===== src/rtl/est_pkg.sv =====
// ----------------------------------------------------------------------------
// est_pkg
// Types, codes and constants shared by the event slot table modules.
// ----------------------------------------------------------------------------
package est_pkg;

   localparam int SLOT_COUNT_DEFAULT = 16;

   localparam logic [31:0] CALLBACK_MODE_WORD = 32'h0000_1000;
   localparam logic [31:0] CLOSED_CLASS       = 32'hFFFF_FFFF;
   localparam logic [5:0]  FULL_REPLY         = 6'd63;

   typedef enum logic [2:0] {
      KIND_OPEN    = 3'd0,
      KIND_CLOSE   = 3'd1,
      KIND_WAIT    = 3'd2,
      KIND_TEST    = 3'd3,
      KIND_ENABLE  = 3'd4,
      KIND_DISABLE = 3'd5,
      KIND_TRIGGER = 3'd6
   } kind_type;

   typedef enum logic [2:0] {
      ST_IDLE,
      ST_DECODE,
      ST_MODIFY,
      ST_WALK,
      ST_RESP
   } state_type;

   // one stored slot, kept as a single memory word
   typedef struct packed {
      logic        cb_mode;
      logic        enabled;
      logic        triggered;
      logic [31:0] cls;
      logic [31:0] spec;
      logic [31:0] handler;
   } slot_entry_type;

   typedef struct packed {
      logic hit;
      logic callback;
   } match_type;

   typedef struct packed {
      kind_type    kind;
      logic [7:0]  slot;
      logic [31:0] cls;
      logic [31:0] spec;
      logic [31:0] mode;
      logic [31:0] handler;
   } req_type;

   typedef struct packed {
      logic [5:0]  reply;
      logic        open_failed;
      logic        callback_valid;
      logic [31:0] callback_address;
      logic        last;
   } rsp_type;

endpackage


===== src/rtl/event_slot_table_with_trigger_match_core.sv =====
// ----------------------------------------------------------------------------
// event_slot_table_with_trigger_match_core
// Event slot table: open/close/wait/test/enable/disable on single slots and
// a trigger walk that marks matching slots and emits callback handlers.
// ----------------------------------------------------------------------------
//  channel  dir  ports                 contents
//  req      in   req_t{valid,ready}    tuser: kind; tdata: operands
//  rsp      out  rsp_t{valid,ready}    tuser: callback flag; tdata: reply;
//                                      tlast: final result of a request
//
//  Open, unused kinds and slot ops on a slot that is not open pass from
//  transfer through DECODE and RESP to the result register; slot ops on an
//  open slot add MODIFY (one read-modify-write on the slot memory).
//  Trigger walks the open slots, one slot per cycle unless a stalled
//  callback holds it, through the single read port and compare unit.
//  req_tready is high only while idle; rsp stalls hold the walk at a
//  callback. Reset clears the open count and the handshake state only.
// ----------------------------------------------------------------------------
module event_slot_table_with_trigger_match_core
   import est_pkg::*;
#(
   parameter int SLOT_COUNT = SLOT_COUNT_DEFAULT
) (
   input  logic         clock,
   input  logic         reset,
   input  logic         req_tvalid,
   output logic         req_tready,
   // [7:0] slot_number, [39:8] class_code, [71:40] spec_code,
   // [103:72] mode_word, [135:104] handler_address
   input  logic [135:0] req_tdata,
   // [2:0] kind
   input  logic [2:0]   req_tuser,
   output logic         rsp_tvalid,
   input  logic         rsp_tready,
   // [5:0] reply, [6] open_failed, [38:7] callback_address, [39] zero
   output logic [39:0]  rsp_tdata,
   // [0] callback_valid
   output logic         rsp_tuser,
   output logic         rsp_tlast
);

   localparam int ADDR_W = (SLOT_COUNT > 1) ? $clog2(SLOT_COUNT) : 1;
   localparam int CNT_W  = $clog2(SLOT_COUNT + 1);

   state_type         state_ff, state_in;
   req_type           req_ff, req_in;
   logic [CNT_W-1:0]  open_count_ff, open_count_in;
   logic [ADDR_W-1:0] walk_idx_ff, walk_idx_in;
   rsp_type           pend_ff, pend_in;
   rsp_type           rsp_ff, rsp_in;
   logic              rsp_valid_ff, rsp_valid_in;

   logic              ram_wr_en;
   logic [ADDR_W-1:0] ram_wr_addr;
   slot_entry_type    ram_wr_data;
   logic              ram_rd_en;
   logic [ADDR_W-1:0] ram_rd_addr;
   slot_entry_type    ram_rd_data;
   match_type         match;

   est_slot_ram #(
      .DEPTH  (SLOT_COUNT),
      .ADDR_W (ADDR_W)
   ) u_ram (
      .clock   (clock),
      .wr_en   (ram_wr_en),
      .wr_addr (ram_wr_addr),
      .wr_data (ram_wr_data),
      .rd_en   (ram_rd_en),
      .rd_addr (ram_rd_addr),
      .rd_data (ram_rd_data)
   );

   est_match u_match (
      .entry  (ram_rd_data),
      .cls    (req_ff.cls),
      .spec   (req_ff.spec),
      .result (match)
   );

   always_ff @(posedge clock) begin
      if (reset) begin
         state_ff <= ST_IDLE;
      end else begin
         state_ff <= state_in;
      end
   end

   always_ff @(posedge clock) begin
      if (reset) begin
         open_count_ff <= '0;
         rsp_valid_ff  <= 1'b0;
      end else begin
         open_count_ff <= open_count_in;
         rsp_valid_ff  <= rsp_valid_in;
      end
   end

   always_ff @(posedge clock) begin
      req_ff      <= req_in;
      walk_idx_ff <= walk_idx_in;
      pend_ff     <= pend_in;
      rsp_ff      <= rsp_in;
   end

   always_comb begin
      logic             slot_ok;
      logic             can_emit;
      logic [CNT_W-1:0] next_count;
      slot_entry_type   entry;

      state_in      = state_ff;
      req_in        = req_ff;
      open_count_in = open_count_ff;
      walk_idx_in   = walk_idx_ff;
      pend_in       = pend_ff;
      rsp_in        = rsp_ff;
      rsp_valid_in  = rsp_valid_ff && !rsp_tready;

      ram_wr_en   = 1'b0;
      ram_wr_addr = walk_idx_ff;
      ram_wr_data = ram_rd_data;
      ram_rd_en   = 1'b0;
      ram_rd_addr = walk_idx_ff;

      req_tready = (state_ff == ST_IDLE);
      slot_ok    = req_ff.slot < 8'(open_count_ff);
      can_emit   = !rsp_valid_ff || rsp_tready;
      next_count = CNT_W'(walk_idx_ff) + CNT_W'(1);
      entry      = ram_rd_data;

      case (state_ff)
         ST_IDLE: begin
            if (req_tvalid) begin
               req_in.kind    = kind_type'(req_tuser);
               req_in.slot    = req_tdata[7:0];
               req_in.cls     = req_tdata[39:8];
               req_in.spec    = req_tdata[71:40];
               req_in.mode    = req_tdata[103:72];
               req_in.handler = req_tdata[135:104];
               state_in       = ST_DECODE;
            end
         end

         ST_DECODE: begin
            pend_in      = '0;
            pend_in.last = 1'b1;
            state_in     = ST_RESP;
            case (req_ff.kind)
               KIND_OPEN: begin
                  if (open_count_ff >= CNT_W'(SLOT_COUNT)) begin
                     pend_in.reply       = FULL_REPLY;
                     pend_in.open_failed = 1'b1;
                  end else begin
                     ram_wr_en             = 1'b1;
                     ram_wr_addr           = ADDR_W'(open_count_ff);
                     ram_wr_data.cb_mode   = (req_ff.mode == CALLBACK_MODE_WORD);
                     ram_wr_data.enabled   = 1'b0;
                     ram_wr_data.triggered = 1'b0;
                     ram_wr_data.cls       = req_ff.cls;
                     ram_wr_data.spec      = req_ff.spec;
                     ram_wr_data.handler   = req_ff.handler;
                     pend_in.reply         = 6'(open_count_ff);
                     open_count_in         = open_count_ff + CNT_W'(1);
                  end
               end
               KIND_CLOSE, KIND_WAIT, KIND_TEST, KIND_ENABLE, KIND_DISABLE: begin
                  if (slot_ok) begin
                     ram_rd_en   = 1'b1;
                     ram_rd_addr = req_ff.slot[ADDR_W-1:0];
                     state_in    = ST_MODIFY;
                  end
               end
               KIND_TRIGGER: begin
                  walk_idx_in = '0;
                  if (open_count_ff != '0) begin
                     ram_rd_en   = 1'b1;
                     ram_rd_addr = '0;
                     state_in    = ST_WALK;
                  end
               end
               default: begin
               end
            endcase
         end

         ST_MODIFY: begin
            ram_wr_en     = 1'b1;
            ram_wr_addr   = req_ff.slot[ADDR_W-1:0];
            pend_in.reply = 6'd1;
            case (req_ff.kind)
               KIND_CLOSE: begin
                  entry.enabled = 1'b0;
                  entry.cls     = CLOSED_CLASS;
               end
               KIND_WAIT: begin
                  entry.triggered = 1'b0;
               end
               KIND_TEST: begin
                  pend_in.reply   = {5'd0, entry.triggered};
                  entry.triggered = 1'b0;
               end
               KIND_ENABLE: begin
                  entry.enabled = 1'b1;
               end
               default: begin
                  entry.enabled = 1'b0;
               end
            endcase
            ram_wr_data = entry;
            state_in    = ST_RESP;
         end

         ST_WALK: begin
            // a callback waits here until the output register is free
            if (!match.callback || can_emit) begin
               if (match.hit) begin
                  ram_wr_en             = 1'b1;
                  ram_wr_addr           = walk_idx_ff;
                  ram_wr_data.triggered = 1'b1;
               end
               if (match.callback) begin
                  rsp_in                  = '0;
                  rsp_in.callback_valid   = 1'b1;
                  rsp_in.callback_address = ram_rd_data.handler;
                  rsp_valid_in            = 1'b1;
               end
               if (next_count < open_count_ff) begin
                  walk_idx_in = ADDR_W'(next_count);
                  ram_rd_en   = 1'b1;
                  ram_rd_addr = ADDR_W'(next_count);
               end else begin
                  state_in = ST_RESP;
               end
            end
         end

         ST_RESP: begin
            if (can_emit) begin
               rsp_in       = pend_ff;
               rsp_valid_in = 1'b1;
               state_in     = ST_IDLE;
            end
         end

         default: begin
            state_in = ST_IDLE;
         end
      endcase
   end

   assign rsp_tvalid = rsp_valid_ff;
   assign rsp_tdata  = {1'b0, rsp_ff.callback_address, rsp_ff.open_failed, rsp_ff.reply};
   assign rsp_tuser  = rsp_ff.callback_valid;
   assign rsp_tlast  = rsp_ff.last;

endmodule


===== src/rtl/est_slot_ram.sv =====
// ----------------------------------------------------------------------------
// est_slot_ram
// Slot storage: one write port, one read port with registered read data.
// ----------------------------------------------------------------------------
module est_slot_ram
   import est_pkg::*;
#(
   parameter int DEPTH  = SLOT_COUNT_DEFAULT,
   parameter int ADDR_W = (DEPTH > 1) ? $clog2(DEPTH) : 1
) (
   input  logic                clock,
   input  logic                wr_en,
   input  logic [ADDR_W-1:0]   wr_addr,
   input  slot_entry_type      wr_data,
   input  logic                rd_en,
   input  logic [ADDR_W-1:0]   rd_addr,
   output slot_entry_type      rd_data
);

   slot_entry_type slots_ff [DEPTH];
   slot_entry_type rd_data_ff;

   always_ff @(posedge clock) begin
      if (wr_en) begin
         slots_ff[wr_addr] <= wr_data;
      end
   end

   always_ff @(posedge clock) begin
      if (rd_en) begin
         rd_data_ff <= slots_ff[rd_addr];
      end
   end

   assign rd_data = rd_data_ff;

endmodule


===== src/rtl/est_match.sv =====
// ----------------------------------------------------------------------------
// est_match
// Compare unit: tests one stored slot against the trigger class and spec.
// ----------------------------------------------------------------------------
module est_match
   import est_pkg::*;
(
   input  slot_entry_type entry,
   input  logic [31:0]    cls,
   input  logic [31:0]    spec,
   output match_type      result
);

   always_comb begin
      result.hit      = entry.enabled && (entry.cls == cls) && (entry.spec == spec);
      result.callback = result.hit && entry.cb_mode && (entry.handler != 32'd0);
   end

endmodule


===== config.mk =====
export PLATFORM = sky130hd
export DESIGN_NAME = event_slot_table_with_trigger_match_core
export DESIGN_NICKNAME = d
export VERILOG_FILES = /design/src/rtl/est_pkg.sv /design/src/rtl/event_slot_table_with_trigger_match_core.sv /design/src/rtl/est_slot_ram.sv /design/src/rtl/est_match.sv
export SDC_FILE = /design/constraint.sdc
export NUM_CORES = 2
export LEC_CHECK = 0
export BUFFER_PORTS_ARGS = -buffer_cell sky130_fd_sc_hd__buf_2
export CAP_MARGIN = 20
export CORE_MARGIN = 2
export CORE_UTILIZATION = 60
export DETAILED_ROUTE_END_ITERATION = 12
export HOLD_SLACK_MARGIN = 0.02
export PLACE_DENSITY = 0.77
export SKIP_CTS_REPAIR_TIMING = 1
export SLEW_MARGIN = 40
export SYNTH_ARGS = -nofsm -noshare
export SYNTH_HDL_FRONTEND = slang
export SYNTH_SLANG_ARGS = --single-unit
export TNS_END_PERCENT = 5

===== constraint.sdc =====
create_clock -name clock -period 32.1 [get_ports clock]
set_clock_uncertainty 0.05 [all_clocks]
set_input_delay 6.42 -clock clock [delete_from_list [all_inputs] [get_ports clock]]
set_output_delay 6.42 -clock clock [all_outputs]
set_load 0.05 [all_outputs]

==> results.py <==
metrics = {
    "status": {
        "status": "finished, final reports clean",
    },
    "place": {
        "place_congestion": 0.8905,
        "hpwlAfterDp_mm": 92.20,
        "io_buffers": 185,
    },
    "sta": {
        "fin_setup_tns_ns": 0,
        "relSlewSlack": 0.3995,
        "setup_viol": 0,
        "worst_slew_pin_slew_ns": 0.9008,
        "slew_violations": 0,
        "post-route-min-period_ns": 11.29,
        "holdWs_ns": 0.4796,
        "hold_viol_final": 0,
        "period_share": 0.3516,
        "rsz0062_at_grt": "no",
        "fmax_ghz": 0.08859,
    },
    "die": {
        "rows": 127,
        "fp.coreArea_mm2": 0.1201,
        "pin_count": 187,
        "die_w_um": 352.3,
        "dieArea_mm2": 0.1241,
        "start_util": 0.6057,
        "dieHeight_um": 352.3,
    },
    "global_routing": {
        "grt_pass1_vias": 39000,
        "grt_max_degree": 100,
        "grt_pass1_wl_mm": 258.2,
        "overflow": 0,
        "grt_antenna_before_repair": 5,
        "track_usage": 0.2835,
    },
    "pwr": {
        "power_mw": 4.844,
        "clock_power_share": 0.420,
        "power_leakage_nw": 27.92,
        "netSwitchingFraction": 0.2007,
        "power_frac_seq": 0.560,
        "vdd_drop_max_v": 0.00005709,
        "switching_power_uw": 972.0,
        "power_frac_comb": 0.020,
        "power_density_mw_per_mm2": 59.37,
        "intPower_mw": 3.872,
    },
    "logic_synthesis": {
        "syn-num-nets": 4196,
        "netlist_instances": 4042,
        "synth-xor-area-share": 0.006379,
        "synth_fa_ha_area_frac": 0.001891,
        "netlist_area_mm2": 0.07277,
        "yosys-top-cells-area": "edfxtp_1 77%, mux2i_1 8.2%, mux2_2 3.0%",
        "yosysTopAreaCellShare": 0.7733,
        "avgSynthCellArea_um2": 18.00,
        "yosysWarnings": 0,
        "ys_ff_latch": 1883,
        "synth_top_area_cell": "edfxtp_1",
        "synth-compound-area-share": 0.04476,
        "synth_top_family_by_area": "multiplexers",
        "synth.distinct_cells": 60,
        "synthArstFlopShare": 0,
        "synthSimpleGateAreaFrac": 0.04144,
        "ys_seq_area_frac": 0.7758,
        "yosys-mux-area-fraction": 0.1126,
        "ys.flop_type": "edfxtp_1",
        "synth_edf_count": 1874,
    },
    "min_path": {
        "min_path_type": "flop to flop",
        "hp-start": "open_count_ff[1]",
        "min_path_cells": 2,
        "holdPathEnd": "open_count_ff[1]",
    },
    "cts": {
        "cts_buffers": 179,
        "clockBufferDepth": 3,
        "root_buffer": "clkbuf_16",
        "tritoncts": "done",
        "htree_num_levels": 4,
        "clkSlewWorstSetupHoldPaths_ns": 0.06,
        "worstSkewPairLatency_ns": 0.82,
        "cts.sinks": 1883,
    },
    "worst_setup_path": {
        "end_kind": "flop",
        "r2r_cells": 14,
        "critPathBufInv": 6,
        "cpMaxStageDelayCell": "buf_4",
        "crit_type": "primary input to flop",
        "r2r_end": "u_ram.rd_data[66]",
        "crit_chain": "buf_2, inv_1, nand2_1, nor4_2, or2_1, o311a_4, buf_12, buf_16, or3_4, buf_4, buf_4, o22ai_1, or4_1",
        "critPathLaunchType": "primary input",
        "cp_common_cell": "buf_4",
        "cpLargestDelayFamily": "buffers and inverters",
        "cpPeakStageDelay_ns": 0.71,
        "required_ns": 32.58,
        "reg2reg_setup_slack_ns": 24.43,
        "path_max_fanout": 51,
        "arrival_ns": 11.77,
        "worstReg2RegStart": "req_ff[112]",
    },
    "route": {
        "wl_mm": 177.3,
        "route.vias.total": 39240,
        "drc": 0,
        "vias_per_cell": 6.489,
        "ant_nets": 0,
        "wl_per_cell_um": 29.33,
        "drt-initial-drc-count": 5539,
        "drtPass1Iterations": 7,
    },
    "finish": {
        "fillers": 7581,
        "syn_to_final_growth_pct": 12.11,
        "nets": 4446,
        "drive_above_1_share": 0.1687,
    },
    "job": {
        "maxCapViolCount": 0,
    },
}
==> per-layer routing <==
metal | vias to the layer above | part of all wire | GRT usage
li1 | 16640 | - | -
met1 | 19850 | 0.38 | 0.3885
met2 | 2390 | 0.48 | 0.4570
met3 | 355 | 0.11 | 0.06039
met4 | 4 | 0.030 | 0.09615
met5 | - | 0.00013 | 0
==> flip-flops by register name (all words and copies together), names as in the netlist, 3 cells and up <==
name,cells
rsp_tdata,39
pend_ff,7
req_ff,139
state_ff,3
open_count_ff,5
walk_idx_ff,4
u_ram.slots_ff,1584
u_ram.rd_data,99
==> worst register-to-register path: cells and delay by family, from the launching register on <==
family	cells	cell delay (ns)
DFF	1	0.53
xor gates and xnor gates	1	0.68
AOI/OAI and AO/OA	2	0.89
and+or+nand+nor	7	3.11
buffers and inverters	4	2.15
==> logic make-up (layout without fill, tap and decap cells) <==
group,Yosys count,count (layout)
buffers and inverters,234,626
XOR/XNOR,53,53
flip-flops,1883,1883
AO/OA/AOI/OAI,473,473
AND/OR/NAND/NOR,593,593
multiplexers,794,794
adder cells (fa/ha/maj),11,11
other,1,2
==> worst max path at each step <==
stage                           from                 to  slack, ns  cells past startpoint
final                     rsp_tready  u_ram.rd_data[66]      20.81                     13
after global routing      rsp_tready  u_ram.rd_data[66]      20.65                     13
after CTS                 rsp_tready  u_ram.rd_data[66]      20.93                     13
after detailed placement  rsp_tready  u_ram.rd_data[72]      20.06                     13
after global placement    rsp_tready  u_ram.rd_data[67]      19.80                     12
after floorplan           rsp_tready   u_ram.rd_data[0]      17.40                      6
==> metrics by stage <==
step,util,instances,instance area [µm²],worst slack [ns]
6_report,0.6791,6047,81580,20.81
5_1_grt,0.6791,6046,81580,20.65
4_1_cts,0.6780,6040,81450,20.93
3_5_place_dp,0.6312,5717,75820,20.06
3_3_place_gp,0.6275,5701,75390,19.80
2_1_floorplan,-,4042,72770,17.40
==> layout make-up <==
class                           instances  area, µm²  area share
Multi-Input combinational cell       1925      15330      0.1879
Tap cell                             1612       2017     0.02472
Inverter                               23      86.33    0.001058
Antenna cell                            1      2.502  0.00003067
Clock buffer                          232       4721     0.05787
Timing Repair Buffer                  280       2071     0.02538
Clock inverter                         91      902.1     0.01106
Sequential cell                      1883      56450      0.6920
==> cell usage in the layout (no fill, tap or decap), drive strengths merged, types with 3 or more instances in the layout <==
| cell | instances |
|---|---|
| a21oi | 14 |
| xnor2 | 51 |
| bufinv | 12 |
| o221ai | 3 |
| clkinvlp | 3 |
| a22o | 99 |
| nor2 | 53 |
| a22oi | 3 |
| buf | 280 |
| or4 | 99 |
| nor3 | 8 |
| clkbuf | 232 |
| nand4 | 16 |
| a2111o | 3 |
| dfxtp | 9 |
| nand2b | 15 |
| ha | 11 |
| o22ai | 304 |
| mux2i | 596 |
| o2111ai | 4 |
| nand3 | 41 |
| nor4 | 24 |
| inv | 29 |
| edfxtp | 1874 |
| or3 | 6 |
| o211ai | 3 |
| clkinv | 70 |
| and2 | 35 |
| o21ai | 19 |
| and3 | 12 |
| nor2b | 11 |
| nand2 | 267 |
| mux2 | 198 |
==> synth_stat cells, types with 14 or more instances <==
| master | n |
|---|---|
| a21oi_1 | 14 |
| a22o_1 | 99 |
| and2_1 | 35 |
| buf_2 | 62 |
| buf_6 | 36 |
| clkbuf_1 | 99 |
| edfxtp_1 | 1874 |
| inv_1 | 22 |
| mux2_2 | 194 |
| mux2i_1 | 596 |
| nand2_1 | 267 |
| nand2b_1 | 15 |
| nand3_1 | 40 |
| nand4_1 | 16 |
| nor2_1 | 53 |
| nor4_1 | 22 |
| o21ai_0 | 17 |
| o22ai_1 | 304 |
| or4_1 | 99 |
| xnor2_1 | 51 |
==> power groups by stage <==
stage / logic [mW] / clock network [mW] / registers [mW]
floorplan: 0.0513 / 0 / 2.76
global placement: 0.0910 / 0 / 2.76
detailed placement: 0.0944 / 0 / 2.76
CTS: 0.0949 / 2.05 / 2.71
global route: 0.101 / 2.15 / 2.71
finish: 0.0957 / 2.04 / 2.71
No activity file was read; power rests on OpenSTA's default activity.
